==> config.mk <==
export PLATFORM = sky130hd
export DESIGN_NAME = brrb_queue
export DESIGN_NICKNAME = d
export VERILOG_FILES = /design/src/rtl/brrb_pkg.sv /design/src/rtl/brrb_queue.sv
export SDC_FILE = /design/constraint.sdc
export NUM_CORES = 1
export LEC_CHECK = 0
export BUFFER_PORTS_ARGS = -buffer_cell sky130_fd_sc_hd__buf_2
export CAP_MARGIN = 40
export CORE_MARGIN = 4
export CORE_UTILIZATION = 49
export CTS_BUF_LIST = sky130_fd_sc_hd__clkbuf_4 sky130_fd_sc_hd__clkbuf_8
export CTS_CLUSTER_SIZE = 24
export DETAILED_ROUTE_END_ITERATION = 16
export GPL_TIMING_DRIVEN = 0
export PLACE_DENSITY = 0.86
export REMOVE_ABC_BUFFERS = 1
export SETUP_SLACK_MARGIN = 0.2
export SKIP_LAST_GASP = 1
export SYNTH_ARGS = -nofsm -noshare
export SYNTH_HDL_FRONTEND = slang
export SYNTH_SLANG_ARGS = --single-unit
==> constraint.sdc <==
create_clock -name clock -period 2.18 [get_ports clock]
set_input_delay 0.109 -clock clock [delete_from_list [all_inputs] [get_ports clock]]
set_output_delay 0.109 -clock clock [all_outputs]
set_load 0.005 [all_outputs]
==> src/rtl/brrb_pkg.sv <==
// ----------------------------------------------------------------------------
// brrb_pkg
// Shared types and constants of the byte ring record buffer: request and
// response items, status codes, the command that passes from front to back.
// ----------------------------------------------------------------------------
package brrb_pkg;

   localparam int RING_BYTES_DEF = 4096;
   localparam int MAX_RECORD_DEF = 64;

   localparam logic OP_PUSH = 1'b0;
   localparam logic OP_POP  = 1'b1;

   typedef enum logic [2:0] {
      ST_OK      = 3'd0,
      ST_NO_ROOM = 3'd1,
      ST_NO_DATA = 3'd2,
      ST_BAD_LEN = 3'd3,
      ST_STRAY   = 3'd4
   } status_type;

   typedef enum logic {
      BK_IDLE,
      BK_READ
   } back_state_type;

   typedef struct packed {
      logic       op;
      logic [6:0] length;
      logic       first;
      logic [7:0] data_in;
   } req_type;

   typedef struct packed {
      status_type  status;
      logic [7:0]  data_out;
      logic        byte_valid;
      logic        last;
      logic [12:0] free_space;
      logic [11:0] stored_count;
   } rsp_type;

   // Work handed from the classifier to the executor. A command that is not a
   // read produces exactly one response; a read produces length responses.
   typedef struct packed {
      logic        is_read;
      status_type  status;
      logic [6:0]  length;
      logic [12:0] free_space;
      logic [11:0] stored_count;
   } cmd_type;

endpackage

==> src/rtl/brrb_queue.sv <==
// ----------------------------------------------------------------------------
// brrb_queue
// Two-entry command queue between the classifier and the executor.
// ----------------------------------------------------------------------------
module brrb_queue import brrb_pkg::*; (
   input  logic    clock,
   input  logic    reset,
   input  logic    push,
   input  cmd_type push_cmd,
   input  logic    pop,
   output cmd_type head_cmd,
   output logic    empty,
   output logic    full
);

   cmd_type    entry_ff [2];
   logic       wr_ptr_ff, wr_ptr_in;
   logic       rd_ptr_ff, rd_ptr_in;
   logic [1:0] count_ff, count_in;

   always_comb begin
      wr_ptr_in = push ? ~wr_ptr_ff : wr_ptr_ff;
      rd_ptr_in = pop ? ~rd_ptr_ff : rd_ptr_ff;
      count_in  = count_ff + 2'(push) - 2'(pop);
   end

   always_ff @(posedge clock) begin
      if (reset) begin
         wr_ptr_ff <= 1'b0;
         rd_ptr_ff <= 1'b0;
         count_ff  <= 2'd0;
      end else begin
         wr_ptr_ff <= wr_ptr_in;
         rd_ptr_ff <= rd_ptr_in;
         count_ff  <= count_in;
      end
   end

   always_ff @(posedge clock) begin
      if (push) begin
         entry_ff[wr_ptr_ff] <= push_cmd;
      end
   end

   assign head_cmd = entry_ff[rd_ptr_ff];
   assign empty    = (count_ff == 2'd0);
   assign full     = (count_ff == 2'd2);

endmodule

## Yosys cells after proc, flatten, opt, wreduce, memory -nomap -nowiden

Memories as Yosys holds them, arrays and structs flattened. A register that Yosys moved wholly into a read port is not among the register bits.
Index checks and enable logic that the tools add are counted.

- Bitwise operators: 2
- Add/subtract/negate cells: 2
- Multiplexer cells: 4
- Reductions and logical operators: 1
- Eq/ne operators: 1

Operators by type and width:

| cell | count |
|---|---|
| two-way mux 1 bit | 4 |
| adder 2 x 1 -> 2 bit | 1 |
| == test 2 bit, second input constant | 1 |
| logical NOT 2 bit | 1 |
| inverter 1 bit | 2 |
| subtractor 2 x 1 -> 2 bit | 1 |

- Logic and storage cells: 14
- RAM bits: 72
- Memories: 1
- Output and inout port bits: 38
- Input port bits: 40
- Bits in registers: 4

Memories:

| memory | depth | bits a word | rd ports | clocked after memory_dff | wr ports | RTL line | text |
|---|---|---|---|---|---|---|---|
| entry_ff | 2 | 36 | 1 | 1 | 1 | brrb_queue.sv:16 | `cmd_type entry_ff [2];` |

## Logic depth before layout (Yosys ltp)

Gate-level depths: netlist of run 1.

- Word-level depth: 3
- Gate-level depth with buffers: 6

## Worst setup path before layout of run 1

No wires, ideal clock.

- Kind: flip-flop to flip-flop
- From: register wr_ptr_ff
- To: memory entry_ff[0][0] (netlist bit) (enable)
- Path slack: -197 ps
- Path buffers: 0
- Setup time: 433 ps
- Data arrival time: 1,943 ps
- Clock period less this slack: 2,377 ps
- Cell stages (with the launch flop): 2
- Cells stage by stage: dfxtp_1 nor2b_1

RTL lines:

| what | RTL line | text |
|---|---|---|
| start: declaration | brrb_queue.sv:17 | `logic wr_ptr_ff, wr_ptr_in;` |
| start signal: assignment | brrb_queue.sv:33 | `wr_ptr_ff <= wr_ptr_in;` |
| end: declaration | brrb_queue.sv:16 |  |

No word-level cell before the write port.

==> metrics list, run 1 <==
- Wires add up to 5450 um.
* Transition at the pin with the smallest max-transition slack: 0.573 ns
- For this design, the slowest cell found on the critical path is sky130_fd_sc_hd__dfxtp_2.
- Highest ir drop seen on vdd: 0.000490 V
- Global routing used 15.4% of the available tracks.
* Global-route wire length before repair: 8500 um
- Synthesized netlist cell count: 133
- In this run the worst path has a maximum fanout of 23.
- The clock passes through at most 2 buffers.
- Vias in the first global route: 1,759
- Antenna-violating nets left: 0
- For this design the top-level I/O count stands at 78.
* Kind of launch point of the worst setup path: flip-flop
- Sinks on the clock net: 77
* Final Wtd Congestion: 0.644
- Number of placement rows: 28
- After detailed routing, the number of remaining DRC violations is 0.
- Leakage power of the design: 1.62 nW
- Number of buffers inserted by port buffering: 77
* RSZ-0062 raised after global routing: false
- The first TritonRoute pass finished after 4 iterations.
- Critical Path Max Stage Delay: 0.63 ns
- Power spread over the standard cell area amounts to 829 mW/mm^2.
- Setup violations remaining at the end of the flow were counted as 0.
- Clock skew on the completed layout was measured at 0.00663 ns.
- The total overflow left after global routing is 0.
- Number of failing hold endpoints at the final stage: 0
* Register-to-register path setup slack: 0.76 ns
- Worst hold-check slack: 0.0784 ns
- The flow ran to the end, and the final reports show no timing, DRC or antenna violations.
* DRC violation total after the first TritonRoute iteration: 86
- In the final design database the tool counted 299 nets.
- Die Y: 85.8 um
- The core region is 0.00589 mm^2.
- Chip width: 85.8 um
- Clock Root Buffer: sky130_fd_sc_hd__clkbuf_8
- YS warnings: 0
* Setup TNS after final layout: 0 ns
- Share of synthesized area occupied by flip-flops and latches: 76.2%
- The number of pins exceeding their max-slew limit in the final report is 0.
- Synth Register Bits: 77
* Clock slew seen by the registers of the worst setup and hold paths: 0.07 ns
- In the global route stage, met2 resource usage came out at 27.2%.
* Final routed wire length divided by cell count: 16.2 um
- Counting I/O delays and the setup requirement, the final critical path takes 1.84 ns.
- Netlist Area Pre-Place: 0.00297 mm^2
* Crit path arrival time: 1.74 ns
- Largest net degree at the start of global routing: 24
- Cell Chain, Critical Path: buf_12 -> mux2_2 -> buf_2
* Met1 demand-to-capacity share in global routing: 18.7%
* Die area: 0.00737 mm^2
- 0 antenna diodes ended up in the layout.
- Setup repair bufs after CTS: 0
- The number of clock buffers added by TritonCTS is 9.
* Max cap viols: 0
- Highest Clock Rate: 0.542 GHz
* Maximum level of the CTS H-tree: 3
- At the worst endpoint, the required time is 2.07 ns.
* Final clock period utilization by the worst path: 84.6%
- The worst hold path belongs to the class in -> reg.
* CTS tree: done
- Met3 track demand over resource in global routing: 2.31%
* Commonest non-fill, non-tap cell in the layout: sky130_fd_sc_hd__buf_2
- Using the TritonRoute via totals, the vias-per-cell ratio works out to 4.79.
- Busiest metal layer after global routing: met2
- Leading cell types in the layout, fill and taps excluded: sky130_fd_sc_hd__buf_2, sky130_fd_sc_hd__edfxtp_1, sky130_fd_sc_hd__dlygate4sd3_1, sky130_fd_sc_hd__mux2_4, sky130_fd_sc_hd__clkbuf_8
- The number of buffers and inverters on the critical path is 2.
- Vias: 1,608
* Clock insertion delay at the later pin of the skew report: 0.33 ns
- Setup CP Type: reg -> out
* Relative slew margins: 61.7%
- Avg Inst Size Synth: 22.3 um^2
* Number of antenna violations at the first check in global routing: 0
* Family with the most delay on the worst path: flip-flops
- Initial Util: 50.4%
* Number of unique standard cell types used by synthesis: 13
- STA classifies the critical path endpoint as a primary output.
- Layout-stage area growth over the synthesis result: 36.3%
* Share of post-route cells with drive strength above 1: 51.3%
worst register-to-register path: cells and delay by family, from the launching register on:
family / cells / cell delay [ns]
and+or+nand+nor: 1 / 0.48
DFF: 1 / 0.42
buffers and inverters: 1 / 0.22
cell families (layout without fill, tap and decap cells):
kind of cell               Yosys count  count (layout)  synth area share (%)
xor gates and xnor gates             3               3                  1.35
adders and majority gates            2               2                 0.843
buffers and inverters                6             134                  2.66
DFF                                 77              77                  76.2
muxes                               36              36                  17.5
and+or+nand+nor                      9               9                  1.48
cell usage after synthesis:
cell type | number | area, um^2
sky130_fd_sc_hd__mux2_2 | 6 | 67.6
sky130_fd_sc_hd__ha_1 | 2 | 25.0
sky130_fd_sc_hd__buf_6 | 1 | 11.3
sky130_fd_sc_hd__xnor2_1 | 2 | 17.5
sky130_fd_sc_hd__buf_12 | 3 | 60.1
sky130_fd_sc_hd__xnor3_1 | 1 | 22.5
sky130_fd_sc_hd__dfxtp_1 | 5 | 100
sky130_fd_sc_hd__nor2b_1 | 3 | 18.8
sky130_fd_sc_hd__edfxtp_1 | 72 | 2160
sky130_fd_sc_hd__and2_1 | 1 | 6.26
sky130_fd_sc_hd__nor2_1 | 5 | 18.8
sky130_fd_sc_hd__mux2_4 | 30 | 450
sky130_fd_sc_hd__inv_1 | 2 | 7.51
layout make-up:
class	count	area, um^2
clock inverters	6	88.8
clock buffers	9	124
multi-input cells	50	636
fillers	387	1840
well taps	75	93.8
repair buffers	117	831
inverters	2	7.51
flip-flops and latches	77	2260
per-stage QoR:
step	instance area [um^2]	total power, mW	instances	util [%]	worst slack, ns
6_report	4040	3.35	336	68.7	0.335
2_1_floorplan	2900	2.02	129	-	-0.197
3_5_place_dp	3460	2.21	284	58.8	0.673
5_1_grt	4040	3.49	336	68.7	0.247
3_3_place_gp	3380	2.18	281	57.4	-1.07
4_1_cts	4040	3.38	336	68.7	0.308
registers in the layout, indices dropped and copies added, names as in the netlist, named ones only:
name,cells
wr_ptr_ff,1
rd_ptr_ff,1
count_ff,2
entry_ff,72
metal layers:
layer,vias to the layer above,wire (um)
met1,786,2240
met3,8,241
met2,56,2890
met5,-,0
met4,0,79
li1,758,-
what timing repair did:
action	in CTS	in global routing
hold buffers	37	0
resized for setup	0	0
hold endpoints to repair	76	0
power by group:
part / switching, mW / internal, mW
Sequential: 0.0444 / 1.72
Clock: 0.491 / 0.638
Combinational: 0.173 / 0.284
Total: 0.708 / 2.64
path summary, 6_finish.rpt:
| path | startpoint | endpoint | depth (start not counted) |
|---|---|---|---|
| worst max-delay path | flip-flop | head_cmd[3] | 3 |
| worst min-delay path | pop | flip-flop | 3 |
| worst max register to register | wr_ptr_ff | entry_ff[1][9] | 2 |
| worst min register to register | rd_ptr_ff | flip-flop | 2 |
Power figures use the tool's default switching activity.
==> run 2: changes to the inputs <==
--- a/config.mk
+++ b/config.mk
@@ -5,6 +5,7 @@
 export SDC_FILE = /design/constraint.sdc
 export NUM_CORES = 1
 export LEC_CHECK = 0
+export ABC_AREA = 1
 export BUFFER_PORTS_ARGS = -buffer_cell sky130_fd_sc_hd__buf_2
 export CAP_MARGIN = 40
 export CORE_MARGIN = 4
==> constraint.sdc (replaced) <==
create_clock -name clock -period 1.62 [get_ports clock]
set_input_delay 0.081 -clock clock [delete_from_list [all_inputs] [get_ports clock]]
set_output_delay 0.081 -clock clock [all_outputs]
set_load 0.005 [all_outputs]
==> run 2 against run 1 <==
First-iteration DRC count grew 24%. Clock power grew 20%. Non-clock buffer count grew 1. Clock-buffer cell count is the same. Synthesized cell count grew 7.5%. Global-route usage grew 0.42 points. Final cell count grew 3.6%. Largest cell class unchanged. Sequential power grew 32%. Combinational power grew 33%. Worst hold slack lost 0.045 ns. Utilization shrank 0.17 points.
==> metrics list, run 2 <==
* Layout-stage area growth over the synthesis result: 36.4%
* Post-synth EDFFs: 72
- Dividing the detail-routed via count by the number of cells gives 4.74.
- The clock arrives with 0.00516 ns of skew.
* Number of antenna violations at the first check in global routing: 0
- DRC violations left: 0
- Run status: finished, final reports clean
* Reg-to-reg startpoint: wr_ptr_ff
- Layout Nets: 310
* Shortest period the worst path allows: 1.48 ns
- Sequential share of power: 54.3%
- Antenna-violating nets left: 0
- In this run, the clock network consumes 31.6% of the power.
- Once the floorplan was initialized, standard cells occupied 50.3% of the core.
- Among cell families on the critical path, the largest total delay comes from flip-flops.
- Clock insertion delay at the later pin of the skew report: 0.34 ns
* Area inside the core boundary: 0.00592 mm^2
* Transition at the pin with the smallest max-transition slack: 0.568 ns
- Sinks on the clock net: 77
- Register bank with the most flops: entry_ff
- Setup repair after global routing could not meet its margin everywhere.
- After detailed routing, the met2 layer carries 2850 um of wire.
- The number of buffers and inverters on the critical path is 2.
- Half-perimeter wire length after detailed placement: 3360 um
- In this run switching power makes up 22.0% of total power.
* Critical path capture point type: primary output
- Counting every instance in the synthesized netlist gives 143.
- DRC violation total after the first TritonRoute iteration: 107
* CTS tree: done
- Setup TNS after final layout: 0 ns
- Data arrives at the worst endpoint at 1.40 ns.
* Ranking of synthesized cells by instance count: sky130_fd_sc_hd__edfxtp_1, sky130_fd_sc_hd__mux2_4, sky130_fd_sc_hd__inv_1, sky130_fd_sc_hd__nor2_1, sky130_fd_sc_hd__mux2_2
* Number of buffers inserted by port buffering: 77
- The number of hold violations in the final report came to 0.
- Deepest clock path buffer count: 2
* Highest metal used: met4
- After floorplanning, the core was divided into 28 placement rows.
- CTS placed an instance of sky130_fd_sc_hd__clkbuf_8 at the clock tree root.
- For this design the total switching power over the nets is 0.946 mW.
- 78 I/O pins were placed.
- The die covers 0.00738 mm^2.
- The register with the most flip-flops in the layout has 72 of them.
- In this run the horizontal extent of the chip is 85.9 um.
- The startpoint identified for the worst hold timing path is pop.
* Cell-internal power: 3.36 mW
- Highest Clock Rate: 0.677 GHz
- Synth Register Bits: 77
- Vias: 1,650
* Synth area leader: sky130_fd_sc_hd__edfxtp_1
- Clock-pin slew was measured on the worst setup and hold paths at 0.07 ns.
- Avg Inst Size Synth: 20.8 um^2
- In this run the static leakage power is 1.64 nW.
- Number of antenna cells inserted: 0
* Number of fill cells in the layout: 388
- For this run, the leading register cell type out of synthesis is sky130_fd_sc_hd__edfxtp_1.
- By startpoint and endpoint, the worst setup path is classified as reg -> out.
* Max Transition Viols Final: 0
* Critical path fanouts, max: 11
- The number of global-route vias before repair was 1,787.
- Entering global routing, the biggest net connects 38 pins.
- Fraction of registers with async set/reset: 0%
- Cell at the slowest stage of the critical path: sky130_fd_sc_hd__dfxtp_4
- Ranked by total cell area, the synthesized netlist is headed by sky130_fd_sc_hd__edfxtp_1, sky130_fd_sc_hd__mux2_4, sky130_fd_sc_hd__dfxtp_1.
- The netlist uses 14 different library cells.
* Total GRT Usage: 15.8%
- The post-route netlist has 49.8% of its cells at a drive strength greater than 1.
- Before antenna repair, the detailed router went through 4 iterations.
* Relative slew margins: 62.1%
- Class of the worst hold path: in -> reg
- Final Wtd Congestion: 0.727
* Die Y: 85.9 um
* Multi-input combinational cell area: 623 um^2
* Cell Chain, Critical Path: buf_12 -> mux2_2 -> buf_2
* Kind of launch point of the worst setup path: flip-flop
* YS warnings: 0
- The final layout contains routed wiring with a total length of 5490 um.
- Maximum level of the CTS H-tree: 3
- WL met1: 2210 um
- Leading cell types in the layout, fill and taps excluded: sky130_fd_sc_hd__buf_2, sky130_fd_sc_hd__edfxtp_1, sky130_fd_sc_hd__dlygate4sd3_1, sky130_fd_sc_hd__mux2_4, sky130_fd_sc_hd__clkbuf_8
- Max cap viols: 0
* # setup viols final: 0
- Number of buffers created by CTS: 9
- Global-route wire length before repair: 8650 um
- Highest ir drop seen on vdd: 0.000485 V
- Design Power: 4.30 mW
* Final clock period utilization by the worst path: 91.2%
- Sequential elements use 76.0% of the synthesized area.
- Critical Path Max Stage Delay: 0.42 ns
- For the worst setup path, the data required time is 1.54 ns.
- Top flop regs: entry_ff (72), count_ff (2)
- Logic gate share of total power: 14.1%
* Power density relative to cell area: 1060 mW/mm^2
* Final routed wire length divided by cell count: 15.8 um
* Most numerous cell in the Yosys netlist: sky130_fd_sc_hd__edfxtp_1
- Top cell type's share of synthesized area: 72.7%
- The sequential cells in the finished layout cover a total of 0.00227 mm^2.
* Register-to-register path setup slack: 0.28 ns
- Netlist Area Pre-Place: 0.00298 mm^2
* Commonest non-fill, non-tap cell in the layout: sky130_fd_sc_hd__buf_2
- Total length of routed met3 wires: 368 um
- Global routing finished with a remaining overflow of 0.
-- run 2: cell types whose count changed after synthesis, sizes merged --
| cell | delta |
|---|---|
| xnor3 | -1 |
| nor2 | +3 |
| a21oi | +1 |
| nand3 | +1 |
| inv | +6 |
| nor2b | -3 |
| nand2 | +4 |
| xnor2 | -1 |
| and2 | -1 |
| nor3 | +1 |
-- run 2: final timing paths --
path	cells after the start	endpoint
worst min register to register	2	flip-flop
worst min-delay path	3	flip-flop
worst max register to register	2	entry_ff[0][13]
worst max-delay path	3	head_cmd[2]
-- run 2: worst min-delay path, cell delays in order --
cell and delay [ns]:
sky130_fd_sc_hd__buf_2 0.10, sky130_fd_sc_hd__xnor2_1 0.07, sky130_fd_sc_hd__nor2_1 0.07
-- run 2: per-layer routing --
layer  track usage, %  vias to the layer above
met2             28.0                       54
met1             17.7                      803
met5                0                        -
li1                 -                      786
met4             4.75                        0
met3             5.86                        7
-- run 2: area by class of cell --
cell class / instances / area share (%)
flip-flops and latches: 77 / 55.9
repair buffers: 118 / 21.0
multi-input cells: 54 / 15.4
clock buffers: 9 / 3.05
well taps: 75 / 2.31
clock inverters: 7 / 1.63
inverters: 8 / 0.802
-- run 2: power groups by stage --
| stage | Combinational, mW | Clock [mW] | Sequential (mW) |
|---|---|---|---|
| after floorplan | 0.261 | 0 | 2.40 |
| after global placement | 0.439 | 0 | 2.42 |
| after detailed placement | 0.489 | 0 | 2.40 |
| after CTS | 0.605 | 1.40 | 2.34 |
| after global routing | 0.660 | 1.50 | 2.35 |
| final | 0.607 | 1.36 | 2.34 |
-- run 2: timing repair --
item,4_1_cts,5_1_grt
pin swaps,0,1
buffers inserted,1,0
resized for setup,3,2
setup endpoints to repair,72,48
cloned,1,0
hold endpoints to repair,76,0
hold buffers,37,0
-- run 2: stage by stage --
step	cell area, um^2	instances	utilization, %	hold slack, ns	setup slack, ns
after CTS	4050	348	68.4	0.0189	0.133
after global routing	4060	348	68.5	0.0423	0.0876
after floorplan	2900	139	-	0.152	-0.651
after global placement	3380	291	57.1	0.269	-1.43
final	4060	348	68.5	0.0335	0.142
after detailed placement	3440	293	58.1	0.273	0.116
-- run 2: logic make-up (layout without fill, tap and decap cells) --
family | after synthesis | after routing | synth area share (%)
xor gates and xnor gates | 1 | 1 | 0.294
adders and majority gates | 2 | 2 | 0.841
AOI/OAI and AO/OA | 1 | 1 | 0.168
DFF | 77 | 77 | 76.0
muxes | 36 | 36 | 17.4
buffers and inverters | 12 | 142 | 3.41
and+or+nand+nor | 14 | 14 | 1.85
==> run 3: changes to the inputs <==
--- a/config.mk
+++ b/config.mk
@@ -9,12 +9,13 @@
 export BUFFER_PORTS_ARGS = -buffer_cell sky130_fd_sc_hd__buf_2
 export CAP_MARGIN = 40
 export CORE_MARGIN = 4
-export CORE_UTILIZATION = 49
+export CORE_UTILIZATION = 40
 export CTS_BUF_LIST = sky130_fd_sc_hd__clkbuf_4 sky130_fd_sc_hd__clkbuf_8
 export CTS_CLUSTER_SIZE = 24
 export DETAILED_ROUTE_END_ITERATION = 16
+export GPL_ROUTABILITY_DRIVEN = 0
 export GPL_TIMING_DRIVEN = 0
-export PLACE_DENSITY = 0.86
+export PLACE_DENSITY = 0.74
 export REMOVE_ABC_BUFFERS = 1
 export SETUP_SLACK_MARGIN = 0.2
 export SKIP_LAST_GASP = 1
==> run 3 against run 2 <==
Worst hold slack got worse by 0.010 ns. Critical path depth did not move. Wire length rose by 0.51%. Clock power rose by 25%. Final cell count rose by 6.6%. Utilization fell by 12 points.
==> metrics list, run 3 (same netlist as run 2, synthesis figures left out) <==
- Number of buffers inserted by port buffering: 77
- Final clock period utilization by the worst path: 90.7%
- The number of pins exceeding their max-slew limit in the final report is 0.
* Max cap viols: 0
* Final routed wire length divided by cell count: 14.9 um
- Setup repair after global routing could not meet its margin everywhere.
- Top flop regs: entry_ff (72), count_ff (2)
* Number of buffers created by CTS: 9
- Global routing used 13.2% of the available tracks.
- From bottom edge to top edge, the die measures 94.2 um.
* Setup CP Type: reg -> out
- STA classifies the critical path endpoint as a primary output.
- TritonCTS built the clock tree.
- In the routed layout, each cell is associated on average with a via count of 4.48.
* Worst hold-check slack: 0.0231 ns
- Setup violations remaining at the end of the flow were counted as 0.
* Class of the worst hold path: in -> reg
* Share of post-route cells with drive strength above 1: 49.6%
* Number of failing hold endpoints at the final stage: 0
- DRC violation total after the first TritonRoute iteration: 51
* Leakage power of the design: 1.66 nW
- Total routed wirelength: 5520 um
- The floorplan step set the die width to 94.2 um.
* Global-route wire length before repair: 8560 um
- Layout Nets: 310
* Clock tree skew after final layout: 0.00480 ns
* Commonest non-fill, non-tap cell in the layout: sky130_fd_sc_hd__buf_2
- Highest Clock Rate: 0.681 GHz
* Largest net degree at the start of global routing: 27
- Register bank with the most flops: entry_ff
* Largest register FFs: 72
- Clock-pin slew was measured on the worst setup and hold paths at 0.07 ns.
* Number of fill cells in the layout: 565
* Relative slew margins: 73.4%
* Number of placement rows: 31
- The initial utilization of the core area, before any placement, comes to 41.0%.
- No sink is reached through more buffers than the 2 on the longest clock path.
- The number of antenna violations at the first check in global routing is 0.
- Run status: finished, final reports clean
- Clock tree synthesis found a total of 77 sinks.
- For the pin with the worst max-slew slack, the measured transition is 0.398 ns.
* Total congestion overflow: 0
- Overall power consumption after layout is estimated at 4.62 mW.
* Worst Path Required: 1.54 ns
- Number of ports placed on the die boundary: 78
- Detailed placement finished with a half-perimeter wire length of 3460 um.
- Antenna-violating nets left: 0
- IR analysis of the VDD net gives a maximum drop of 0.000394 V.
- Shortest period the worst path allows: 1.47 ns
* Area inside the core boundary: 0.00725 mm^2
* Maximum level of the CTS H-tree: 3
- Power density relative to cell area: 1120 mW/mm^2
- The floorplan step defined a die boundary enclosing 0.00888 mm^2.
- Clock Root Buffer: sky130_fd_sc_hd__clkbuf_8
* Crit path arrival time: 1.39 ns
* Leading cell types in the layout, fill and taps excluded: sky130_fd_sc_hd__buf_2, sky130_fd_sc_hd__edfxtp_1, sky130_fd_sc_hd__dlygate4sd3_1, sky130_fd_sc_hd__mux2_4, sky130_fd_sc_hd__clkbuf_8
- The worst setup path is launched from a flip-flop.
- Vias in the first global route: 1,795
* Clock insertion delay at the later pin of the skew report: 0.34 ns
* Number of antenna cells inserted: 0
- DRC violations left: 0
- Layout-stage area growth over the synthesis result: 38.2%
- Length of the first detailed-routing pass in iterations: 4
* Setup TNS after final layout: 0 ns
- The routed layout has 1,662 vias.
* Critical path fanouts, max: 18
==> run 3: changes by cell type in the layout (fill, tap and decap cells not counted), sizes merged <==
cell      delta
bufinv       +2
clkinv       -1
clkinvlp     -2
==> run 3: worst paths after layout <==
check / depth (start not counted) / slack [ns] / endpoint / startpoint
worst max register to register: 3 / 0.29 / entry_ff[1][1] / wr_ptr_ff
worst max-delay path: 3 / 0.15 / head_cmd[1] / flip-flop
worst min register to register: 2 / 0.52 / flip-flop / rd_ptr_ff
worst min-delay path: 3 / 0.02 / flip-flop / pop
==> run 3: repair_timing <==
action,4_1_cts,5_1_grt
buffers inserted,1,0
setup endpoints to repair,36,36
hold buffers,37,0
endpoints found under the hold margin,76,0
resized for setup,1,0
==> run 3: report_power, final <==
| part | switching (mW) | total (mW) | internal (mW) |
|---|---|---|---|
| clock network | 0.681 | 1.70 | 1.02 |
| logic | 0.237 | 0.585 | 0.348 |
| registers | 0.0360 | 2.33 | 2.30 |
| total | 0.954 | 4.62 | 3.66 |
==> run 3: layout make-up <==
type,count,area (um^2),share of cell area [%]
sequential,77,2270,55.1
inverter,8,30.0,0.730
multi-input combinational,54,619,15.1
tap,99,124,3.01
clock buffer,9,124,3.01
timing repair buffer,118,836,20.3
clock inverter,6,113,2.74
==> run 3: worst max-delay path, stage by stage, from the launching register on <==
cell	delay (ns)
sky130_fd_sc_hd__dfxtp_4	0.38
sky130_fd_sc_hd__buf_12	0.18
sky130_fd_sc_hd__mux2_2	0.35
sky130_fd_sc_hd__buf_2	0.13
==> run 3: per-layer routing <==
layer | up-vias | wire [um] | global-route usage, %
li1 | 783 | - | -
met1 | 810 | 2170 | 14.4
met2 | 54 | 2910 | 23.2
met3 | 15 | 331 | 3.61
met4 | 0 | 111 | 6.50
met5 | - | 0 | 0
==> run 3: per-stage QoR <==
stage	cell area [um^2]	utilization, %	setup slack [ns]	cells
2_1_floorplan	2900	-	-0.651	139
3_5_place_dp	3480	48.0	0.0437	318
4_1_cts	4110	56.7	0.118	371
6_report	4110	56.7	0.151	371
3_3_place_gp	3410	47.1	-1.62	315
5_1_grt	4110	56.7	0.107	371
