File: config.mk
export PLATFORM = sky130hd
export DESIGN_NAME = brrb_front
export DESIGN_NICKNAME = d
export VERILOG_FILES = /design/src/rtl/brrb_pkg.sv /design/src/rtl/brrb_front.sv
export SDC_FILE = /design/constraint.sdc
export NUM_CORES = 1
export LEC_CHECK = 0
export ABC_AREA = 1
export BUFFER_PORTS_ARGS = -buffer_cell sky130_fd_sc_hd__buf_2
export CAP_MARGIN = 20
export CORE_AREA = 2 2 108 110
export CTS_CLUSTER_SIZE = 25
export DETAILED_ROUTE_END_ITERATION = 7
export DIE_AREA = 0 0 110 112
export HOLD_SLACK_MARGIN = 0.08
export PLACE_DENSITY = 0.75
export SYNTH_ARGS = -nofsm -noshare
export SYNTH_HDL_FRONTEND = slang
export SYNTH_SLANG_ARGS = --single-unit
File: constraint.sdc
create_clock -name clock -period 5.8 [get_ports clock]
set_input_delay 0.58 -clock clock [delete_from_list [all_inputs] [get_ports clock]]
set_output_delay 0.58 -clock clock [all_outputs]
set_load 0.05 [all_outputs]
File: src/rtl/brrb_pkg.sv
// ----------------------------------------------------------------------------
// brrb_pkg
// Shared types and constants of the byte ring record buffer: request and
// response items, status codes, the command that passes from front to back.
// ----------------------------------------------------------------------------
package brrb_pkg;

   localparam int RING_BYTES_DEF = 4096;
   localparam int MAX_RECORD_DEF = 64;

   localparam logic OP_PUSH = 1'b0;
   localparam logic OP_POP  = 1'b1;

   typedef enum logic [2:0] {
      ST_OK      = 3'd0,
      ST_NO_ROOM = 3'd1,
      ST_NO_DATA = 3'd2,
      ST_BAD_LEN = 3'd3,
      ST_STRAY   = 3'd4
   } status_type;

   typedef enum logic {
      BK_IDLE,
      BK_READ
   } back_state_type;

   typedef struct packed {
      logic       op;
      logic [6:0] length;
      logic       first;
      logic [7:0] data_in;
   } req_type;

   typedef struct packed {
      status_type  status;
      logic [7:0]  data_out;
      logic        byte_valid;
      logic        last;
      logic [12:0] free_space;
      logic [11:0] stored_count;
   } rsp_type;

   // Work handed from the classifier to the executor. A command that is not a
   // read produces exactly one response; a read produces length responses.
   typedef struct packed {
      logic        is_read;
      status_type  status;
      logic [6:0]  length;
      logic [12:0] free_space;
      logic [11:0] stored_count;
   } cmd_type;

endpackage

File: src/rtl/brrb_front.sv
// ----------------------------------------------------------------------------
// brrb_front
// Request classifier. Owns the ring pointers and the record state, writes
// pushed bytes into the store and queues one command per request.
// ----------------------------------------------------------------------------
module brrb_front import brrb_pkg::*; #(
   parameter int RING_BYTES = RING_BYTES_DEF,
   parameter int MAX_RECORD = MAX_RECORD_DEF
) (
   input  logic                          clock,
   input  logic                          reset,
   input  logic                          start,
   input  req_type                       req_item,
   output logic                          busy,
   input  logic                          queue_full,
   input  logic                          pop_done,
   output logic                          enq,
   output cmd_type                       enq_cmd,
   output logic                          ram_we,
   output logic [$clog2(RING_BYTES)-1:0] ram_waddr,
   output logic [7:0]                    ram_wdata
);

   localparam int PTR_W = $clog2(RING_BYTES);
   localparam int CNT_W = $clog2(RING_BYTES + 1);
   localparam int SUM_W = PTR_W + 1;

   logic [PTR_W-1:0] rd_ff, rd_in;
   logic [PTR_W-1:0] wr_ff, wr_in;
   logic [PTR_W-1:0] stg_ff, stg_in;
   logic [6:0]       rem_ff, rem_in;
   logic             acc_ff, acc_in;
   logic             pop_pend_ff, pop_pend_in;

   logic [CNT_W-1:0] cur_free, cur_stored, new_free;
   logic [6:0]       len;
   logic             len_bad;
   logic [PTR_W-1:0] store_addr, store_next;
   logic [SUM_W-1:0] rd_sum;
   status_type       status;
   logic             is_read;

   function automatic logic [CNT_W-1:0] ring_free(input logic [PTR_W-1:0] wp,
                                                  input logic [PTR_W-1:0] rp);
      if (wp >= rp) begin
         return CNT_W'(RING_BYTES) - CNT_W'(wp) + CNT_W'(rp);
      end
      return CNT_W'(rp) - CNT_W'(wp);
   endfunction

   function automatic logic [PTR_W-1:0] ring_next(input logic [PTR_W-1:0] p);
      return (p == PTR_W'(RING_BYTES - 1)) ? '0 : p + PTR_W'(1);
   endfunction

   always_comb begin
      len        = req_item.length;
      len_bad    = (len == 7'd0) || (len > 7'(MAX_RECORD));
      cur_free   = ring_free(wr_ff, rd_ff);
      cur_stored = CNT_W'(RING_BYTES) - cur_free;
      store_addr = req_item.first ? wr_ff : stg_ff;
      store_next = ring_next(store_addr);
      rd_sum     = SUM_W'(rd_ff) + SUM_W'(len);

      rd_in   = rd_ff;
      wr_in   = wr_ff;
      stg_in  = stg_ff;
      rem_in  = rem_ff;
      acc_in  = acc_ff;
      status  = ST_OK;
      is_read = 1'b0;
      ram_we  = 1'b0;

      if (req_item.op == OP_PUSH) begin
         if (req_item.first) begin
            rem_in = 7'd0;
            acc_in = 1'b0;
            if (len_bad) begin
               status = ST_BAD_LEN;
            end else if (32'(cur_free) <= 32'(len)) begin
               rem_in = len - 7'd1;
               status = ST_NO_ROOM;
            end else begin
               ram_we = 1'b1;
               stg_in = store_next;
               rem_in = len - 7'd1;
               if (len == 7'd1) begin
                  wr_in = store_next;
               end else begin
                  acc_in = 1'b1;
               end
            end
         end else if (rem_ff == 7'd0) begin
            status = ST_STRAY;
         end else if (acc_ff) begin
            ram_we = 1'b1;
            stg_in = store_next;
            rem_in = rem_ff - 7'd1;
            if (rem_ff == 7'd1) begin
               wr_in  = store_next;
               acc_in = 1'b0;
            end
         end else begin
            rem_in = rem_ff - 7'd1;
            status = ST_NO_ROOM;
         end
      end else begin
         if (len == 7'd0) begin
            status = ST_OK;
         end else if (len_bad) begin
            status = ST_BAD_LEN;
         end else if (32'(cur_stored) < 32'(len)) begin
            status = ST_NO_DATA;
         end else begin
            is_read = 1'b1;
            rd_in   = (rd_sum >= SUM_W'(RING_BYTES)) ?
                      PTR_W'(rd_sum - SUM_W'(RING_BYTES)) : PTR_W'(rd_sum);
         end
      end

      new_free = ring_free(wr_in, rd_in);

      enq_cmd.is_read      = is_read;
      enq_cmd.status       = status;
      enq_cmd.length       = len;
      enq_cmd.free_space   = 13'(new_free);
      enq_cmd.stored_count = 12'(32'(RING_BYTES) - 32'(new_free));

      busy        = queue_full | pop_pend_ff;
      enq         = start & ~busy;
      ram_we      = ram_we & enq;
      ram_waddr   = store_addr;
      ram_wdata   = req_item.data_in;
      pop_pend_in = pop_done ? 1'b0 : (pop_pend_ff | (enq & is_read));
   end

   always_ff @(posedge clock) begin
      if (reset) begin
         rd_ff       <= '0;
         wr_ff       <= '0;
         stg_ff      <= '0;
         rem_ff      <= 7'd0;
         acc_ff      <= 1'b0;
         pop_pend_ff <= 1'b0;
      end else begin
         pop_pend_ff <= pop_pend_in;
         if (enq) begin
            rd_ff  <= rd_in;
            wr_ff  <= wr_in;
            stg_ff <= stg_in;
            rem_ff <= rem_in;
            acc_ff <= acc_in;
         end
      end
   end

endmodule

Yosys cells after proc, flatten, opt, wreduce, memory -nomap -nowiden

Index checks and enable logic that the tools add are counted.

Add/sub/neg operators: 13
$mul: 0
Divide/modulo/power cells: 0
$lt $le $gt $ge: 6
Eq/ne operators: 6
Shift operators: 0
Multiplexer cells: 55
Bitwise logic cells: 7
Reductions and logical operators: 7

Operators by type and width:

| operator                 | count |
|---|---|
| $mux W12                 | 20 |
| $mux W13                 | 4 |
| $add A13 B12 Y13         | 2 |
| $sub A12 B12 Y13         | 2 |
| $sub A13 B12 Y13 const A | 2 |
| $ge A12 B12 Y1           | 2 |
| $mux W1                  | 21 |
| $mux W7                  | 3 |
| $eq A7 B1 Y1 const B     | 2 |
| $logic_not A7 Y1         | 2 |
| $sub A7 B1 Y7 const B    | 2 |
| $add A12 B7 Y13          | 1 |
| $ge A13 B13 Y1 const B   | 1 |
| $le A13 B7 Y1            | 1 |
| $lt A13 B7 Y1            | 1 |
| $sub A13 B13 Y13 const A | 1 |
| $add A12 B1 Y12 const B  | 1 |
| $eq A12 B12 Y1 const B   | 1 |
| $sub A1 B12 Y12 const A  | 1 |
| $sub A12 B1 Y12 const B  | 1 |
| $mux W3                  | 3 |
| $mux W2                  | 4 |
| $gt A7 B7 Y1 const B     | 1 |
| $ne A2 B2 Y1 const B     | 3 |
| other kinds (8)          | 12 |

Flip-flop bits (word level): 45
Latch bits: 0
Bits in writable memories: 0
Bits in read-only memories: 0
Output and inout bits: 59
Logic and storage cells: 100
Memories kept: 0

Logic depth before layout (Yosys ltp)

Gate-level depths: netlist (run 1).

Depth in word-level cells: 14
Gate-level depth with buffers: 42
Mapped depth without buffers: 41

Least setup slack after synthesis (run 1)

OpenSTA, ideal clock, no wires.

Kind: input -> output
Start point: input port req_item[8] (netlist name)
End point: output port enq_cmd[11] (netlist name)
Arrival time: 6,672 ps
Required time: 5,220 ps
Setup slack: -1,452 ps
Cell stages on the path: 24
Path through: buf_4 > inv_4 > buf_6 > o21ai_0 > ha_1 > nand4_2 > nor2_2 > nand4_1 > nand2_1 > a21oi_1 > a22oi_2 > nand2_1 > o21ai_2 > inv_2 > fa_1 > o21ai_0 > nand3_1 > nand2_1 > xor2_1 > nand3b_1 > nor3_1 > nand2_1 > nor2_1 > xor2_1

RTL lines:

| element     | line             | source |
|---|---|---|
| from (decl) | brrb_front.sv:13 | `input req_type req_item,` |
| to (decl)   | brrb_front.sv:18 | `output cmd_type enq_cmd,` |

==> results of run 1 <==
[logic make-up (layout without fill, tap and decap cells)]
group / Yosys count / in the layout / share of synthesized area [%]
xor gates and xnor gates: 34 / 34 / 5.03
AOI/OAI and AO/OA: 203 / 203 / 19.5
DFF: 45 / 45 / 15.2
buffers and inverters: 196 / 352 / 14.5
and+or+nand+nor: 433 / 433 / 33.6
adders and majority gates: 56 / 56 / 12.2
[per-layer routing]
metal	GRT usage, %	vias up	share of wire (%)
li1	-	3483	-
met1	38.5	3218	41
met2	49.2	295	50
met3	2.52	54	5.6
met4	7.26	0	3.2
met5	0	-	0
[what timing repair did]
| item | in CTS | in global routing |
|---|---|---|
| setup buffers | 17 | 18 |
| gates cloned | 0 | 0 |
| setup endpoints to repair | 16 | 21 |
| pin swaps | 37 | 58 |
| gates resized for setup | 65 | 91 |
[metrics by stage]
stage	util, %	setup TNS [ps]	std cells	area [µm²]
2_1_floorplan	-	-993	967	6240
3_3_place_gp	64.3	-600	1229	7190
3_5_place_dp	64.3	-1150	1229	7190
4_1_cts	69.2	-1840	1254	7740
5_1_grt	73.2	-7650	1266	8180
6_report	73.2	-3760	1266	8180
[layout by cell type (no fill, tap or decap), drive strengths merged]
cell / count
a211oi: 7
a21o: 2
a21oi: 87
a221oi: 4
a22oi: 4
a31o: 1
a31oi: 8
and2: 2
buf: 188
clkbuf: 7
clkinv: 4
clkinvlp: 1
dfxtp: 45
fa: 3
ha: 53
inv: 152
nand2: 231
nand3: 71
nand3b: 5
nand4: 17
nor2: 84
nor3: 19
nor4: 2
o2111ai: 2
o211ai: 3
o21ai: 80
o21bai: 3
o31a: 1
o32ai: 1
or2: 2
xnor2: 12
xor2: 22
[state kept, by name (all words and copies together), names as in the netlist]
register and cells:
stg_ff 12, pop_pend_ff 1, rd_ff 12, acc_ff 1
wr_ff 12, rem_ff 7
[layout make-up]
cell class / instances / area share (%)
multi-input combinational: 726 / 59.9
timing repair buffer: 188 / 17.6
sequential: 45 / 11.0
inverter: 156 / 7.39
tap: 143 / 2.19
clock buffer: 7 / 1.87
clock inverter: 1 / 0.0612
[power groups by stage]
stage          logic (mW)  clock network, mW  registers, mW
2_1_floorplan       0.993                  0          0.337
3_3_place_gp         1.32                  0          0.339
3_5_place_dp         1.33                  0          0.339
4_1_cts              1.46              0.309          0.332
5_1_grt              1.77              0.324          0.334
6_report             1.67              0.306          0.333
[path summary, 6_finish.rpt]
kind | from | endpoint | slack [ps]
hold reg to reg | stg_ff[3]$_SDFFE_PP0P_ | stg_ff[3]$_SDFFE_PP0P_ | 470
setup / recovery | rd_ff[0]$_SDFFE_PP0P_ | enq_cmd[11] | -580
setup reg to reg | rd_ff[0]$_SDFFE_PP0P_ | rd_ff[0]$_SDFFE_PP0P_ | 1780
hold / removal | pop_done | pop_pend_ff$_SDFF_PP0_ | 460
[critical path, delay by kind of cell (launching register included)]
| family | cells | cell delay, ps |
|---|---|---|
| DFF | 1 | 330 |
| AOI/OAI and AO/OA | 6 | 1010 |
| xor gates and xnor gates | 3 | 400 |
| adders and majority gates | 5 | 1430 |
| and+or+nand+nor | 10 | 1140 |
| buffers and inverters | 12 | 1210 |
==> impl_metrics.toml, run 1 <==
[outcome]
outcome = "finished with violations"
failed_checks = "setup timing"

[placed_design]
place_ws_ps = -303
io_buffers = 64
gp_congestion = 0.972
hpwl_um = 13700

[yosys]
yosys.cell_types.count = 50
postSynthAreaPerCell_um2 = 6.12
yosysTopAreaCell = "dfxtp_1"
synth-seq-cells = 45
synth_warnings = 0
syn-instance-count = 967
synth_top_cells_by_count = "nand2_1, inv_1, a21oi_1"
syn-cell-area_mm2 = 0.00592
synth-edff-count = 0
netlist.area_leader.share_pct = 15.2
synth.most_common_cell = "nand2_1"
yosysSeqAreaShare_pct = 15.2
synth_area_leaders = "dfxtp_1, nand2_1, ha_1"
synthFlopType = "dfxtp_1"
async_reset_ff_share_pct = 0
synth_nets = 1045

[detailed_routing]
vias_per_cell = 5.57
wl_um = 20200
detail_route.iter0.violations = 451
postRouteAntennaNets = 0
dr.pass1.iters = 7
vias = 7050
wl_per_cell_um = 15.9
drc = 0

[sta]
fin_hold_ws_ps = 462
fin_skew_ps = 6.45
setup_viol = 13
rsz0062_at_grt = "yes"
finalHoldViolations = 0
finalCritPeriodShare_pct = 110
slew_viol_final = 0
finalWorstPathRequiredPeriod_ps = 6380
max_freq_mhz = 157
tightest_slew_ps = 657
relSlewSlack_pct = 56.2
setup_slack_ps = -579

[power_and_ir_drop]
seq_power_share_pct = 14.4
ir_drop_mv = 0.287
p_per_area_mw_per_mm2 = 282
power_switching_mw = 1.15
switching_share_pct = 49.7
total_power_mw = 2.31
power_frac_comb_pct = 72.3
clockPowerShare_pct = 13.2
p_int_mw = 1.16
leakagePower_nw = 4.07

[cts]
numCtsBuffers = 5
holdBufCountCts = 0
cts-htree-levels = 2
clockBufferDepth = 2
clkTransAtPathRegs_ps = 60
worst_skew_pair.late_latency_ps = 290
cts_tree = "built"
cts.sinks = 45
root_buffer = "clkbuf_16"

[setup_path]
end_kind = "primary output"
cp.arrival_ps = 5800
worstPathMaxFanout = 6
crit_top_cell = "inv_2"
r2r_cells = 25
crit_slowest_cell = "fa_2"
critical_path_class = "flip-flop to primary output"
worstPathRequired_ps = 5220
start_kind = "flip-flop"
max_stage_delay_ps = 530

[grt]
grt_usage_pct = 28.8
grt_pass1_wl_um = 28700
grt_pass1_vias = 6211
antenna_found_initial = 0
grt-ovfl-total = 0
grt_max_degree = 31

[layout]
area.sequential_um2 = 903
antennaDiodeCount = 0
final_nets = 1200
fillCellCount = 868
layout-drive-gt1-share_pct = 32.3
multi_input_area_mm2 = 0.00490
syn_to_final_growth_pct = 38.2

[die]
core_area_mm2 = 0.0112
die_w_um = 110
start_util_pct = 53.0
die_h_um = 112
fp-row-count = 39
io_pins = 81
dieArea_mm2 = 0.0123

[worst_hold_path]
whs_path_depth = 2
hold_path_class = "primary input to flip-flop"

[run]
drv_cap = 0
Note: power is estimated with default switching activity, not from simulation.
==> inputs of run 2 (changes only) <==
==> constraint.sdc (replaced) <==
create_clock -name clock -period 5.2 [get_ports clock]
set_input_delay 0.52 -clock clock [delete_from_list [all_inputs] [get_ports clock]]
set_output_delay 0.52 -clock clock [all_outputs]
set_load 0.05 [all_outputs]
==> impl_metrics.toml, run 2 (synthesis results as in run 1) <==
[grt]
grt-ovfl-total = 0
grt_pass1_wl_um = 33100
grt_pass1_vias = 7052
antenna_found_initial = 0
grt_max_degree = 31
grt_usage_pct = 33.7

[cts]
clkTransAtPathRegs_ps = 70
cts-htree-levels = 2
numCtsBuffers = 5
cts_tree = "built"
cts.sinks = 45
worst_skew_pair.late_latency_ps = 300
holdBufCountCts = 0
clockBufferDepth = 2
root_buffer = "clkbuf_16"

[die]
dieArea_mm2 = 0.0123
fp-row-count = 39
die_w_um = 110
io_pins = 81
die_h_um = 112
start_util_pct = 53.0
core_area_mm2 = 0.0112

[layout]
layout_commonest_cell = "nand2_1"
antennaDiodeCount = 0
layout-drive-gt1-share_pct = 39.7
final_cell_mix = "nand2_1, buf_4, inv_1"
final_nets = 1295
largestRegisters = "rd_ff: 12 flops, stg_ff: 12 flops, wr_ff: 12 flops"
fillCellCount = 705
syn_to_final_growth_pct = 55.9

[run]
drv_cap = 0

[placed_design]
gp_congestion = 0.906
place_ws_ps = -1010
io_buffers = 64
hpwl_um = 14700

[sta]
setup_slack_ps = -1560
relSlewSlack_pct = 53.0
max_freq_mhz = 148
setup_viol = 25
fin_hold_ws_ps = 390
finalCritPeriodShare_pct = 130
slew_viol_final = 0
rsz0062_at_grt = "yes"
tightest_slew_ps = 704
fin_skew_ps = 10.6
finalHoldViolations = 0
finalWorstPathRequiredPeriod_ps = 6760

[outcome]
outcome = "finished with violations"
failed_checks = "setup timing"

[setup_path]
max_stage_delay_ps = 450
r2r_start = "rd_ff[0]$_SDFFE_PP0P_"
critical_path_class = "flip-flop to primary output"
cp_num_buf_inv = 10
r2r_cells = 29
start_kind = "flip-flop"
worstPathMaxFanout = 5
critPathTopFamily = "simple AND/OR/NAND/NOR gates"
cp.arrival_ps = 6240
end_kind = "primary output"
r2r_setup_slack_ps = 810
worst_r2r_endpoint = "rd_ff[3]$_SDFFE_PP0P_"
crit_slowest_cell = "fa_2"
worstPathRequired_ps = 4680

[detailed_routing]
detail_route.iter0.violations = 929
wl_per_cell_um = 18.5
dr.pass1.iters = 6
vias = 8013
drc = 0
vias_per_cell = 5.89
postRouteAntennaNets = 0
wl_um = 25100

[power_and_ir_drop]
leakagePower_nw = 4.61
ir_drop_mv = 0.460
p_per_area_mw_per_mm2 = 323

[worst_hold_path]
holdPathEnd = "pop_pend_ff$_SDFF_PP0_"
worstHoldStart = "pop_done"
whs_path_depth = 2
hold_path_class = "primary input to flip-flop"
==> run 2: cell count changes in the layout (fill, tap and decap cells not counted), sizes merged <==
cell	before	now
buf	188	282
clkbuf	7	8
==> run 2: how the worst max path moves through the flow <==
stage | from | endpoint | slack, ps | cells after the start
after global routing | wr_ff[1]$_SDFFE_PP0P_ | enq_cmd[11] | -1790 | 38
after floorplan | rd_ff[0]$_SDFFE_PP0P_ | enq_cmd[11] | -810 | 38
after global placement | rd_ff[0]$_SDFFE_PP0P_ | enq_cmd[11] | -850 | 40
after detailed placement | rd_ff[0]$_SDFFE_PP0P_ | enq_cmd[11] | -1010 | 37
final | rd_ff[0]$_SDFFE_PP0P_ | enq_cmd[11] | -1560 | 38
after CTS | rd_ff[0]$_SDFFE_PP0P_ | enq_cmd[11] | -1130 | 41
==> run 2: report_power, final <==
part	leakage (nW)	total [mW]	internal, mW	switching (mW)
combinational	4.16	2.26	0.965	1.30
clock	0.0799	0.348	0.204	0.144
sequential	0.367	0.371	0.359	0.0113
==> run 2: area by class of cell <==
cell class | instances | area [µm²] | area share, %
inverters | 156 | 604 | 6.55
multi-input cells | 726 | 5110 | 55.4
flip-flops and latches | 45 | 903 | 9.79
well taps | 143 | 179 | 1.94
repair buffers | 283 | 2270 | 24.6
clock inverters | 1 | 5.00 | 0.0542
clock buffers | 7 | 153 | 1.65
==> run 2: worst reg2reg max path, delay by kind of cell, from the launching register on <==
kind	cells	cell delay, ps
buffers and inverters	9	790
and+or+nand+nor	11	1230
DFF	1	350
adders and majority gates	4	1030
xor gates and xnor gates	1	180
AOI/OAI and AO/OA	4	680
==> run 2: through the flow <==
| stage | util (%) | instance area (µm²) | power [mW] | TNS (ps) | instances |
|---|---|---|---|---|---|
| 6_report | 82.6 | 9230 | 2.98 | -21620 | 1361 |
| 3_5_place_dp | 70.8 | 7910 | 2.03 | -12430 | 1315 |
| 5_1_grt | 82.6 | 9230 | 3.10 | -26950 | 1361 |
| 3_3_place_gp | 70.8 | 7910 | 2.00 | -9630 | 1315 |
| 4_1_cts | 78.1 | 8730 | 2.68 | -14750 | 1349 |
| 2_1_floorplan | - | 6310 | 1.52 | -5330 | 967 |
==> run 2: repair_timing <==
item | in CTS | in global routing
setup endpoints to repair | 23 | 26
pin swaps | 52 | 62
gates resized for setup | 116 | 87
buffers inserted | 27 | 21
==> run 2: metal layers <==
layer | global-route usage, % | share of wire (%)
met1 | 40.6 | 39
met2 | 59.5 | 48
met3 | 5.50 | 8.1
met4 | 11.6 | 5.2
met5 | 0 | 0
==> inputs of run 3 (changes only) <==
--- a/config.mk
+++ b/config.mk
@@ -14,6 +14,7 @@
 export DIE_AREA = 0 0 110 112
 export HOLD_SLACK_MARGIN = 0.08
 export PLACE_DENSITY = 0.75
+export SLEW_MARGIN = 10
 export SYNTH_ARGS = -nofsm -noshare
 export SYNTH_HDL_FRONTEND = slang
 export SYNTH_SLANG_ARGS = --single-unit
==> constraint.sdc (replaced) <==
create_clock -name clock -period 5.2 [get_ports clock]
set_input_delay 0.52 -clock clock [delete_from_list [all_inputs] [get_ports clock]]
set_output_delay 0.52 -clock clock [all_outputs]
set_load 0.1 [all_outputs]
==> impl_metrics.toml, run 3 (synthesis results as in run 1) <==
[grt]
grt_pass1_wl_um = 32700
antenna_found_initial = 0
grt_max_degree = 31
grt_usage_pct = 33.0
grt_pass1_vias = 7141
grt-ovfl-total = 0

[cts]
numCtsBuffers = 5
root_buffer = "clkbuf_16"
cts_tree = "built"
cts-htree-levels = 2
clockBufferDepth = 2
holdBufCountCts = 0
worst_skew_pair.late_latency_ps = 290
cts.sinks = 45
clkTransAtPathRegs_ps = 60

[sta]
slew_viol_final = 0
max_freq_mhz = 155
fin_skew_ps = 7.36
rsz0062_at_grt = "yes"
relSlewSlack_pct = 56.5
finalCritPeriodShare_pct = 124
finalHoldViolations = 0
setup_slack_ps = -1270
finalWorstPathRequiredPeriod_ps = 6470
tightest_slew_ps = 652
setup_viol = 23

[detailed_routing]
topRoutingLayerUsed = "met4"
detail_route.iter0.violations = 756
wl_met3_um = 1690
dr.pass1.iters = 6
vias_per_cell = 5.78
vias = 7754
postRouteAntennaNets = 0
dr_wl_met2_um = 10900
wl_per_cell_um = 17.0
wl_um = 22800
drc = 0
wl_met1_um = 8760

[layout]
final_cell_mix = "nand2_1, buf_4, inv_1"
syn_to_final_growth_pct = 54.7
area.sequential_um2 = 906
antennaDiodeCount = 0
multi_input_area_mm2 = 0.00506
largestRegisters = "rd_ff: 12 flops, stg_ff: 12 flops, wr_ff: 12 flops"
fillCellCount = 694
post-route-util_pct = 81.9
layout-drive-gt1-share_pct = 37.9
final_nets = 1277
layout_commonest_cell = "nand2_1"

[setup_path]
r2r_start = "wr_ff[2]$_SDFFE_PP0P_"
end_kind = "primary output"
critical_path_class = "flip-flop to primary output"
max_stage_delay_ps = 360
crit_top_cell = "inv_2"
crit_slowest_cell = "fa_2"
cp.arrival_ps = 5950
r2r_cells = 29
worst_r2r_endpoint = "rd_ff[11]$_SDFFE_PP0P_"
worstPathMaxFanout = 7
start_kind = "flip-flop"
r2r_setup_slack_ps = 1170
worstPathRequired_ps = 4680

[die]
die_h_um = 112
start_util_pct = 53.0
core_area_mm2 = 0.0112
die_w_um = 110
io_pins = 81
dieArea_mm2 = 0.0123
fp-row-count = 39

[power_and_ir_drop]
switching_share_pct = 53.0
seq_power_share_pct = 11.1
ir_drop_mv = 0.598
p_per_area_mw_per_mm2 = 362
power_switching_mw = 1.76
p_int_mw = 1.56
leakagePower_nw = 4.56
clockPowerShare_pct = 9.2
total_power_mw = 3.32
power_frac_comb_pct = 79.6

[worst_hold_path]
whs_path_depth = 2
holdPathEnd = "pop_pend_ff$_SDFF_PP0_"
hold_path_class = "primary input to flip-flop"
worstHoldStart = "pop_done"

[outcome]
failed_checks = "setup timing"
outcome = "finished with violations"

[placed_design]
io_buffers = 64
hpwl_um = 15400
gp_congestion = 0.958
place_ws_ps = -1100

[run]
drv_cap = 0
-- run 3: how the worst max path moves through the flow --
stage                                     start          end  slack (ps)  depth (start not counted)
after floorplan           rd_ff[0]$_SDFFE_PP0P_  enq_cmd[11]       -1420                         36
after CTS                 rd_ff[0]$_SDFFE_PP0P_  enq_cmd[11]       -1100                         35
final                     rd_ff[0]$_SDFFE_PP0P_  enq_cmd[11]       -1270                         39
after detailed placement  rd_ff[0]$_SDFFE_PP0P_  enq_cmd[11]       -1100                         41
after global routing      rd_ff[0]$_SDFFE_PP0P_  enq_cmd[11]       -1580                         39
after global placement    rd_ff[0]$_SDFFE_PP0P_   enq_cmd[9]        -930                         40
-- run 3: per-layer routing --
| metal | up-vias | track usage, % |
|---|---|---|
| li1 | 3619 | - |
| met1 | 3503 | 40.7 |
| met3 | 158 | 3.92 |
| met4 | 0 | 13.1 |
| met2 | 474 | 57.3 |
| met5 | - | 0 |
-- run 3: area by class of cell --
| type | instances | share of cell area [%] |
|---|---|---|
| Multi-Input combinational cell | 726 | 55.3 |
| Tap cell | 143 | 1.95 |
| Clock buffer | 5 | 1.37 |
| Inverter | 156 | 6.68 |
| Timing Repair Buffer | 265 | 24.8 |
| Clock inverter | 1 | 0.0547 |
| Sequential cell | 45 | 9.90 |
-- run 3: power groups by stage --
stage                     Sequential, mW  Combinational, mW  Clock [mW]
final                              0.369               2.64       0.306
after floorplan                    0.376               1.54           0
after global placement             0.375               2.32           0
after CTS                          0.368               2.47       0.313
after detailed placement           0.376               2.36           0
after global routing               0.371               2.76       0.319
-- run 3: repair_timing --
item	in CTS	in global routing
setup buffers	10	16
pin swaps	33	32
gates cloned	0	0
resized for setup	54	60
endpoints found under the setup margin	23	25
endpoints found under the hold margin	0	0
-- run 3: worst max-delay path: cells and delay by family, from the launching register on --
kind                     cells  cell delay [ps]
AND/OR/NAND/NOR             14             1730
AO/OA/AOI/OAI                7             1010
adder cells (fa/ha/maj)      4             1040
XOR/XNOR                     3              460
flip-flops                   1              320
buffers and inverters       11             1090
-- run 3: metrics by stage --
stage | std cells | hold slack [ps] | setup TNS, ps | instance area, µm²
finish | 1341 | 394 | -16400 | 9150
detailed placement | 1314 | 468 | -12570 | 8350
floorplan | 967 | 444 | -12210 | 6390
global placement | 1314 | 453 | -9850 | 8350
global route | 1341 | 405 | -22350 | 9150
CTS | 1328 | 392 | -14470 | 8810
